**src/design/lcbm_pkg.sv**
```systemverilog
package lcbm_pkg;

    localparam int SLOTS = 16;
    localparam int SLOT_W = 4;
    localparam int LOCK_BITS = 8;
    localparam int MAX_ENTRY_BYTES = 4096;
    localparam int SIZE_W = 13;
    localparam int BYTES_W = 24;
    localparam int CNT_W = 5;
    localparam logic [BYTES_W-1:0] UNKNOWN_PURGE_BYTES = BYTES_W'(1024 * 1024);

    typedef enum logic [2:0] {
        ACT_NEW     = 3'd0,
        ACT_LOCK    = 3'd1,
        ACT_UNLOCK  = 3'd2,
        ACT_RELEASE = 3'd3,
        ACT_PURGE   = 3'd4,
        ACT_QUERY   = 3'd5
    } action_t;

    typedef enum logic [1:0] {
        ST_OK      = 2'd0,
        ST_INVALID = 2'd1,
        ST_GONE    = 2'd2
    } status_t;

    typedef enum logic [1:0] {
        S_IDLE,
        S_WALK,
        S_DONE
    } fsm_t;

    typedef struct packed {
        action_t                 action;
        logic [SLOT_W-1:0]       slot;
        logic [SIZE_W-1:0]       entry_size;
        logic [BYTES_W-1:0]      purge_amount;
        logic                    amount_unknown;
        logic                    own_pool;
    } req_t;

    typedef struct packed {
        status_t                 status;
        logic                    present;
        logic [BYTES_W-1:0]      purged_bytes;
        logic [SLOTS-1:0]        evicted_mask;
        logic [BYTES_W-1:0]      cache_bytes;
        logic [CNT_W-1:0]        valid_count;
        logic [CNT_W-1:0]        object_count;
    } rsp_t;

    // Commands to the recency chain.
    typedef enum logic [1:0] {
        ORD_NONE,
        ORD_HEAD,    // remove slot (if held), insert at head
        ORD_REMOVE,  // remove slot if held
        ORD_SHIFT    // no action in the cells; contents hold
    } ord_op_t;

    typedef struct packed {
        ord_op_t             op;
        logic [SLOT_W-1:0]   slot;
    } ord_cmd_t;

endpackage

```
**src/design/lcbm_if.sv**
```systemverilog
interface lcbm_req_if;
    lcbm_pkg::req_t payload;
    logic valid;
    logic ready;
    modport source (output valid, output payload, input ready);
    modport sink (input valid, input payload, output ready);
endinterface

interface lcbm_rsp_if;
    lcbm_pkg::rsp_t payload;
    logic valid;
    logic ready;
    modport source (output valid, output payload, input ready);
    modport sink (input valid, input payload, output ready);
endinterface

interface lcbm_cfg_if;
    logic [23:0] data;
    logic valid;
    logic ready;
    modport source (output valid, output data, input ready);
    modport sink (input valid, input data, output ready);
endinterface

```
**src/design/lcbm_cell.sv**
```systemverilog
// One position of the recency order. Position 0 is most recent.
module lcbm_cell
(
    input  logic                          clk,
    input  logic                          rst_n,
    input  lcbm_pkg::ord_cmd_t            cmd,
    input  logic                          left_valid,
    input  logic [lcbm_pkg::SLOT_W-1:0]   left_slot,
    input  logic                          left_hit_seen,
    input  logic                          right_valid,
    input  logic [lcbm_pkg::SLOT_W-1:0]   right_slot,
    input  logic                          right_hit,
    input  logic                          is_head,
    output logic                          valid,
    output logic [lcbm_pkg::SLOT_W-1:0]   slot,
    output logic                          hit,
    output logic                          hit_seen
);
    logic                        valid_reg, valid_next;
    logic [lcbm_pkg::SLOT_W-1:0] slot_reg, slot_next;

    assign valid = valid_reg;
    assign slot = slot_reg;
    assign hit = valid_reg && (slot_reg == cmd.slot);
    // hit at or above this position (toward head)
    assign hit_seen = left_hit_seen || hit;

    // Next contents
    always_comb
    begin
        valid_next = valid_reg;
        slot_next = slot_reg;
        case (cmd.op)
            lcbm_pkg::ORD_HEAD:
            begin
                if (is_head)
                begin
                    valid_next = 1'b1;
                    slot_next = cmd.slot;
                end
                else if (!left_hit_seen)
                begin
                    valid_next = left_valid;
                    slot_next = left_slot;
                end
            end
            lcbm_pkg::ORD_REMOVE:
            begin
                if (hit_seen)
                begin
                    valid_next = right_valid && !right_hit;
                    slot_next = right_slot;
                end
            end
            default:
            begin
            end
        endcase
    end

    always_ff @(posedge clk or negedge rst_n)
    begin
        if (!rst_n)
        begin
            valid_reg <= 1'b0;
            slot_reg <= '0;
        end
        else
        begin
            valid_reg <= valid_next;
            slot_reg <= slot_next;
        end
    end
endmodule

```
**src/design/lcbm_chain.sv**
```systemverilog
// Row of order cells; the tail is the highest valid position.
module lcbm_chain
(
    input  logic                                          clk,
    input  logic                                          rst_n,
    input  lcbm_pkg::ord_cmd_t                            cmd,
    output logic [lcbm_pkg::SLOTS-1:0]                    pos_valid,
    output logic [lcbm_pkg::SLOTS-1:0][lcbm_pkg::SLOT_W-1:0] pos_slot
);
    logic [lcbm_pkg::SLOTS-1:0] hit;
    logic [lcbm_pkg::SLOTS-1:0] hit_seen;

    for (genvar i = 0; i < lcbm_pkg::SLOTS; i++)
    begin : g_cell
        logic                        lv, ls_seen, rv, rh;
        logic [lcbm_pkg::SLOT_W-1:0] ls, rs;
        if (i == 0)
        begin : g_first
            assign lv = 1'b0;
            assign ls = '0;
            assign ls_seen = 1'b0;
        end
        else
        begin : g_mid
            assign lv = pos_valid[i-1];
            assign ls = pos_slot[i-1];
            assign ls_seen = hit_seen[i-1];
        end
        if (i == lcbm_pkg::SLOTS - 1)
        begin : g_last
            assign rv = 1'b0;
            assign rs = '0;
            assign rh = 1'b0;
        end
        else
        begin : g_inner
            assign rv = pos_valid[i+1];
            assign rs = pos_slot[i+1];
            assign rh = hit[i+1];
        end
        lcbm_cell u_cell
        (
            .clk           (clk),
            .rst_n         (rst_n),
            .cmd           (cmd),
            .left_valid    (lv),
            .left_slot     (ls),
            .left_hit_seen (ls_seen),
            .right_valid   (rv),
            .right_slot    (rs),
            .right_hit     (rh),
            .is_head       (i == 0),
            .valid         (pos_valid[i]),
            .slot          (pos_slot[i]),
            .hit           (hit[i]),
            .hit_seen      (hit_seen[i])
        );
    end
endmodule

```
**src/design/lru_cache_budget_manager.sv**
```systemverilog
// Channel   Dir  Payload
// req       in   action, slot, entry_size, purge_amount, amount_unknown, own_pool
// rsp       out  status, present, purged_bytes, evicted_mask, cache_bytes, counts
// cfg       in   max_cache_bytes (24 bits)
// One request at a time; each result is held in the response register. A purge
// walk scans up to 16 order positions, one position per cycle from the last
// cell of the chain toward the head.
// rst_n clears all flags, counts, the order and the budget.
// A waiting response holds the block; req.ready is low until it is taken.
module lru_cache_budget_manager
(
    input  logic               clk,
    input  logic               rst_n,
    lcbm_req_if.sink           req,
    lcbm_rsp_if.source         rsp,
    lcbm_cfg_if.sink           cfg
);
    localparam int S = lcbm_pkg::SLOTS;
    localparam int SW = lcbm_pkg::SLOT_W;
    localparam int BW = lcbm_pkg::BYTES_W;
    localparam int CW = lcbm_pkg::CNT_W;

    lcbm_pkg::fsm_t state_reg, state_next;
    lcbm_pkg::req_t req_reg;
    logic [BW-1:0]  budget_reg;

    logic [S-1:0]                       alloc_reg, alloc_next;
    logic [S-1:0]                       pres_reg, pres_next;
    logic [S-1:0][lcbm_pkg::LOCK_BITS-1:0] lock_reg, lock_next;
    logic [S-1:0][lcbm_pkg::SIZE_W-1:0] size_reg;
    logic [BW-1:0] total_reg, total_next;
    logic [CW-1:0] acnt_reg, acnt_next, pcnt_reg, pcnt_next;

    logic [BW-1:0]  target_reg, target_next;
    logic [BW-1:0]  freed_reg, freed_next;
    logic [S-1:0]   mask_reg, mask_next;
    logic [CW-1:0]  pos_reg, pos_next;
    lcbm_pkg::status_t status_reg, status_next;

    lcbm_pkg::rsp_t rsp_reg;
    logic           rsp_valid_reg;

    lcbm_pkg::ord_cmd_t cmd;
    logic [S-1:0]          pos_valid;
    logic [S-1:0][SW-1:0]  pos_slot;

    lcbm_chain u_chain
    (
        .clk       (clk),
        .rst_n     (rst_n),
        .cmd       (cmd),
        .pos_valid (pos_valid),
        .pos_slot  (pos_slot)
    );

    assign cfg.ready = 1'b1;
    assign req.ready = (state_reg == lcbm_pkg::S_IDLE) && !rsp_valid_reg;
    assign rsp.valid = rsp_valid_reg;
    assign rsp.payload = rsp_reg;

    logic [SW-1:0]  s;
    logic [lcbm_pkg::SIZE_W-1:0] csize;
    logic           walk_start;
    logic [BW-1:0]  new_total;
    logic           lmax;

    assign s = req_reg.slot;
    assign csize = (req_reg.entry_size > lcbm_pkg::SIZE_W'(lcbm_pkg::MAX_ENTRY_BYTES))
        ? lcbm_pkg::SIZE_W'(lcbm_pkg::MAX_ENTRY_BYTES) : req_reg.entry_size;
    assign new_total = total_reg + BW'(csize);
    assign lmax = &lock_reg[s];

    // Request execution and purge walk
    always_comb
    begin
        state_next = state_reg;
        alloc_next = alloc_reg;
        pres_next = pres_reg;
        lock_next = lock_reg;
        total_next = total_reg;
        acnt_next = acnt_reg;
        pcnt_next = pcnt_reg;
        target_next = target_reg;
        freed_next = freed_reg;
        mask_next = mask_reg;
        pos_next = pos_reg;
        status_next = status_reg;
        cmd.op = lcbm_pkg::ORD_NONE;
        cmd.slot = s;
        walk_start = 1'b0;
        unique case (state_reg)
            lcbm_pkg::S_IDLE:
            begin
                if (req.valid && req.ready)
                    state_next = lcbm_pkg::S_WALK;
                freed_next = '0;
                mask_next = '0;
                status_next = lcbm_pkg::ST_OK;
            end
            lcbm_pkg::S_WALK:
            begin
                // execute the request; a walk start loads pos_next with the chain length S
                state_next = lcbm_pkg::S_DONE;
                case (req_reg.action)
                    lcbm_pkg::ACT_NEW:
                    begin
                        if (alloc_reg[s])
                            status_next = lcbm_pkg::ST_INVALID;
                        else
                        begin
                            alloc_next[s] = 1'b1;
                            pres_next[s] = 1'b1;
                            lock_next[s] = '0;
                            acnt_next = acnt_reg + 1'b1;
                            pcnt_next = pcnt_reg + 1'b1;
                            total_next = new_total;
                            cmd.op = lcbm_pkg::ORD_HEAD;
                            if (budget_reg != '0 && new_total > budget_reg)
                            begin
                                walk_start = 1'b1;
                                target_next = new_total - budget_reg;
                            end
                        end
                    end
                    lcbm_pkg::ACT_LOCK:
                    begin
                        if (!alloc_reg[s])
                            status_next = lcbm_pkg::ST_INVALID;
                        else if (!pres_reg[s])
                            status_next = lcbm_pkg::ST_GONE;
                        else if (!lmax)
                            lock_next[s] = lock_reg[s] + 1'b1;
                    end
                    lcbm_pkg::ACT_UNLOCK:
                    begin
                        if (!alloc_reg[s] || lock_reg[s] == '0)
                            status_next = lcbm_pkg::ST_INVALID;
                        else
                        begin
                            lock_next[s] = lock_reg[s] - 1'b1;
                            if (lock_reg[s] == lcbm_pkg::LOCK_BITS'(1) && pres_reg[s])
                                cmd.op = lcbm_pkg::ORD_HEAD;
                        end
                    end
                    lcbm_pkg::ACT_RELEASE:
                    begin
                        if (!alloc_reg[s])
                            status_next = lcbm_pkg::ST_INVALID;
                        else
                        begin
                            if (pres_reg[s])
                            begin
                                cmd.op = lcbm_pkg::ORD_REMOVE;
                                total_next = total_reg - BW'(size_reg[s]);
                                pcnt_next = pcnt_reg - 1'b1;
                                pres_next[s] = 1'b0;
                            end
                            alloc_next[s] = 1'b0;
                            lock_next[s] = '0;
                            acnt_next = acnt_reg - 1'b1;
                        end
                    end
                    lcbm_pkg::ACT_PURGE:
                    begin
                        if (!req_reg.own_pool)
                        begin
                            walk_start = 1'b1;
                            target_next = req_reg.amount_unknown
                                ? lcbm_pkg::UNKNOWN_PURGE_BYTES : req_reg.purge_amount;
                        end
                    end
                    lcbm_pkg::ACT_QUERY:
                    begin
                    end
                    default: status_next = lcbm_pkg::ST_INVALID;
                endcase
                if (req_reg.action == lcbm_pkg::ACT_QUERY)
                    status_next = lcbm_pkg::ST_OK;
                if (walk_start)
                begin
                    state_next = lcbm_pkg::S_DONE;
                    pos_next = CW'(S);
                end
                else
                    pos_next = '0;
            end
            lcbm_pkg::S_DONE:
            begin
                // walk: pos_reg counts positions left above the current one
                if (pos_reg != '0 && freed_reg < target_reg)
                begin
                    pos_next = pos_reg - 1'b1;
                    cmd.slot = pos_slot[pos_next[SW-1:0]];
                    if (pos_valid[pos_next[SW-1:0]] && lock_reg[cmd.slot] == '0
                        && pres_reg[cmd.slot])
                    begin
                        cmd.op = lcbm_pkg::ORD_REMOVE;
                        pres_next[cmd.slot] = 1'b0;
                        total_next = total_reg - BW'(size_reg[cmd.slot]);
                        pcnt_next = pcnt_reg - 1'b1;
                        freed_next = freed_reg + BW'(size_reg[cmd.slot]);
                        mask_next[cmd.slot] = 1'b1;
                    end
                end
                else
                    state_next = lcbm_pkg::S_IDLE;
            end
            default: state_next = lcbm_pkg::S_IDLE;
        endcase
    end

    // Control and table state
    always_ff @(posedge clk or negedge rst_n)
    begin
        if (!rst_n)
        begin
            state_reg <= lcbm_pkg::S_IDLE;
            budget_reg <= '0;
            alloc_reg <= '0;
            pres_reg <= '0;
            lock_reg <= '0;
            total_reg <= '0;
            acnt_reg <= '0;
            pcnt_reg <= '0;
            pos_reg <= '0;
            rsp_valid_reg <= 1'b0;
        end
        else
        begin
            state_reg <= state_next;
            if (cfg.valid)
                budget_reg <= cfg.data;
            alloc_reg <= alloc_next;
            pres_reg <= pres_next;
            lock_reg <= lock_next;
            total_reg <= total_next;
            acnt_reg <= acnt_next;
            pcnt_reg <= pcnt_next;
            pos_reg <= pos_next;
            if (state_reg == lcbm_pkg::S_DONE && state_next == lcbm_pkg::S_IDLE)
                rsp_valid_reg <= 1'b1;
            else if (rsp.ready)
                rsp_valid_reg <= 1'b0;
        end
    end

    // Payload registers
    always_ff @(posedge clk)
    begin
        if (req.valid && req.ready)
            req_reg <= req.payload;
        if (state_reg == lcbm_pkg::S_WALK && req_reg.action == lcbm_pkg::ACT_NEW
            && !alloc_reg[s])
            size_reg[s] <= csize;
        target_reg <= target_next;
        freed_reg <= freed_next;
        mask_reg <= mask_next;
        status_reg <= status_next;
        if (state_reg == lcbm_pkg::S_DONE && state_next == lcbm_pkg::S_IDLE)
        begin
            rsp_reg.status <= status_reg;
            rsp_reg.present <= pres_reg[s];
            rsp_reg.purged_bytes <= freed_reg;
            rsp_reg.evicted_mask <= mask_reg;
            rsp_reg.cache_bytes <= total_reg;
            rsp_reg.valid_count <= pcnt_reg;
            rsp_reg.object_count <= acnt_reg;
        end
    end

    a_ready_idle: assert property (@(posedge clk) disable iff (!rst_n)
        req.ready |-> (state_reg == lcbm_pkg::S_IDLE))
        else $error("ready outside idle");
    a_present_alloc: assert property (@(posedge clk) disable iff (!rst_n)
        (pres_reg & ~alloc_reg) == '0)
        else $error("present slot not allocated");
    a_counts: assert property (@(posedge clk) disable iff (!rst_n)
        pcnt_reg == CW'($countones(pres_reg)))
        else $error("present count mismatch");
    a_order: assert property (@(posedge clk) disable iff (!rst_n)
        $countones(pos_valid) == $countones(pres_reg))
        else $error("order length mismatch");
endmodule

```
**src/flat_wrapper.sv**
```systemverilog
// flat-port wrapper written by rule: the top's interface ports become plain ports
module lru_cache_budget_manager_flat 
  (clk, rst_n, req_valid, req_payload, req_ready, rsp_valid, rsp_payload, rsp_ready, cfg_valid, cfg_data, cfg_ready);
  lcbm_req_if req_i ();
  lcbm_rsp_if rsp_i ();
  lcbm_cfg_if cfg_i ();
  input  logic clk;
  input  logic rst_n;
  input wire logic [$bits(req_i.valid)-1:0] req_valid;
  input wire logic [$bits(req_i.payload)-1:0] req_payload;
  output wire logic [$bits(req_i.ready)-1:0] req_ready;
  output wire logic [$bits(rsp_i.valid)-1:0] rsp_valid;
  output wire logic [$bits(rsp_i.payload)-1:0] rsp_payload;
  input wire logic [$bits(rsp_i.ready)-1:0] rsp_ready;
  input wire logic [$bits(cfg_i.valid)-1:0] cfg_valid;
  input wire logic [$bits(cfg_i.data)-1:0] cfg_data;
  output wire logic [$bits(cfg_i.ready)-1:0] cfg_ready;
  assign req_i.valid = req_valid;
  assign req_i.payload = req_payload;
  assign req_ready = req_i.ready;
  assign rsp_valid = rsp_i.valid;
  assign rsp_payload = rsp_i.payload;
  assign rsp_i.ready = rsp_ready;
  assign cfg_i.valid = cfg_valid;
  assign cfg_i.data = cfg_data;
  assign cfg_ready = cfg_i.ready;
  lru_cache_budget_manager u_core (.clk(clk), .rst_n(rst_n), .req(req_i), .rsp(rsp_i), .cfg(cfg_i));
endmodule
```
**config.mk**
```make
export PLATFORM = sky130hd
export DESIGN_NAME = lru_cache_budget_manager_flat
export DESIGN_NICKNAME = d
export VERILOG_FILES = /design/src/design/lcbm_pkg.sv /design/src/design/lcbm_if.sv /design/src/design/lcbm_cell.sv /design/src/design/lcbm_chain.sv /design/src/design/lru_cache_budget_manager.sv /design/src/flat_wrapper.sv
export SDC_FILE = /design/constraint.sdc
export NUM_CORES = 2
export LEC_CHECK = 0
export BUFFER_PORTS_ARGS = -buffer_cell sky130_fd_sc_hd__buf_4
export CORE_UTILIZATION = 65
export DETAILED_ROUTE_END_ITERATION = 16
export HOLD_SLACK_MARGIN = 0.1
export PLACE_DENSITY = 0.83
export SETUP_SLACK_MARGIN = 0.5
export SYNTH_ARGS = -nofsm -noshare
export SYNTH_HDL_FRONTEND = slang
export SYNTH_HIERARCHICAL = 1
export SYNTH_SLANG_ARGS = --single-unit
```
**constraint.sdc**
```tcl
create_clock -name clk -period 30.8 [get_ports clk]
set_clock_uncertainty 0.05 [all_clocks]
set_input_delay 6.16 -clock clk [delete_from_list [all_inputs] [get_ports clk]]
set_output_delay 6.16 -clock clk [all_outputs]
set_load 0.01 [all_outputs]
```
==> metrics <==
outcome finished, final reports clean; H-tree level count 3; crit path time final 10590 ps; Clock Latency Late Sink between 600 and 700 ps; clock sinks roughly 700; DP Worst Slack approximately 20000 ps; startpoint types flip-flop; Root Buffer clkbuf_16; Post-CTS Setup Inserts 0; Max-slew headroom 0.152; global-route wire length before repair 174 mm; vias post-DR about 31000; Max Used Layer met4; Avg Cell Area, Syn around 11 um^2; post_cts resized 0; depth of the worst register-to-register path 31; commonest non-fill, non-tap cell in the layout edfxtp_1; Die Y 251 um; CTS tree yes; Cells after Synth roughly 3700; setup TNS 0 ps; Fin. Hold Viols 0; # DRC 0; CP max FO 32; area added between synthesis and finish 11.0%; dpl hpwl ~76 mm; Critical Path Slowest Stage Cell o211a_1; CTS Buf Count between 70 and 80; Arrival @ worst endpoint 11060 ps; ant diodes 0; Met3 Routed Length 11.7 mm; initial core utilization 0.657; ANT nets after route 0; pin count of the biggest net entering global routing 165; WL final about 110 mm; initial antenna violation count 0; cell repeated most along the worst path or2_2; CP max stage delay ~560 ps; total congestion overflow 0; Synth Cell Area 40500 um^2; DRT Pass-1 Iters 8; Row Count 91; Fmax roughly 94 MHz; Tcrit/Tclk final 0.344; worst-margin pin slew ~1300 ps; final slew viol count 0; Core ar. 61600 um^2; clock transition at the registers of the reported paths around 60 ps; CP endpoint kind flip-flop; most frequent cells in the layout edfxtp_1 (397), nor2_1 (356), dfrtp_1 (306); Ports approximately 160; max-cap viol count 0; share of cells above drive strength 1 0.162; Nets roughly 4000; Ys Warns 6; Met1 Wirelength roughly 44 mm; All-Layer GR Usage 0.358; initial drt markers about 4000; Setup WS post-layout slightly above 20000 ps; die width 251 um; die area ~63000 um^2; Met2 Routed Length a little over 50 mm; GP Congestion 0.992; Worst Setup Path Type flip-flop to flip-flop; port bufs between 150 and 200; Avg WL per Cell between 20 and 25 um; vias in the first global route between 30000 and 40000; vias per inst 6.64; Hold-fix buffers, CTS 0; Bufs on Longest Clock Path 3; required time worst endpoint roughly 31000 ps; final setup violation count 0; RSZ-0062 raised after global routing false; Largest register FFs roughly 210; Hold/Removal Path Class flip-flop to flip-flop; Hold Path Depth 0
worst paths after layout:
check                                     start                                        to  slack (ps)
max reg2reg                u_core/freed_reg[15]  u_core/u_chain/g_cell[15].u_cell/slot[0]       20210
min                          u_core/mask_reg[5]                    u_core/rsp.payload[39]         400
max                        u_core/freed_reg[15]  u_core/u_chain/g_cell[15].u_cell/slot[0]       20210
min reg2reg                  u_core/mask_reg[5]                    u_core/rsp.payload[39]         400
min in group asynchronous                 rst_n    u_core/u_chain/g_cell[13].u_cell/valid        5500
max in group asynchronous                 rst_n                       u_core/lock_reg[88]       22960
metrics by stage:
step,util,hold slack [ps],instances,instance area [um^2]
floorplan,-,350,3685,40600
global placement,0.688,390,4541,42400
detailed placement,0.688,391,4541,42400
CTS,0.729,402,4675,44900
global route,0.729,426,4675,44900
finish,0.729,401,4675,44900
routing by layer:
| layer | vias to the layer above | global-route usage |
|---|---|---|
| met5 | - | 0 |
| met4 | 0 | 0.152 |
| met3 | 369 | 0.0681 |
| met2 | 1953 | 0.556 |
| met1 | 15060 | 0.498 |
| li1 | 13681 | - |
critical path: cells and delay by family, from the launching register on:
family	cells	cell delay, ps
simple gates	19	6280
compound gates	8	2370
flops	1	460
buf+inv	1	460
fa+ha+maj	1	360
mux	1	300
xor+xnor	1	140
cell type report:
cell class	count	area (um^2)
well taps	837	1050
flip-flops and latches	703	19600
clock inverters	43	536
repair buffers	210	1610
fillers	4057	16700
multi-input cells	2525	19100
clock buffers	91	2000
inverters	266	998
Power is not shown: default switching activity piles up to over one toggle a cycle in this logic, so the estimate is an artifact.
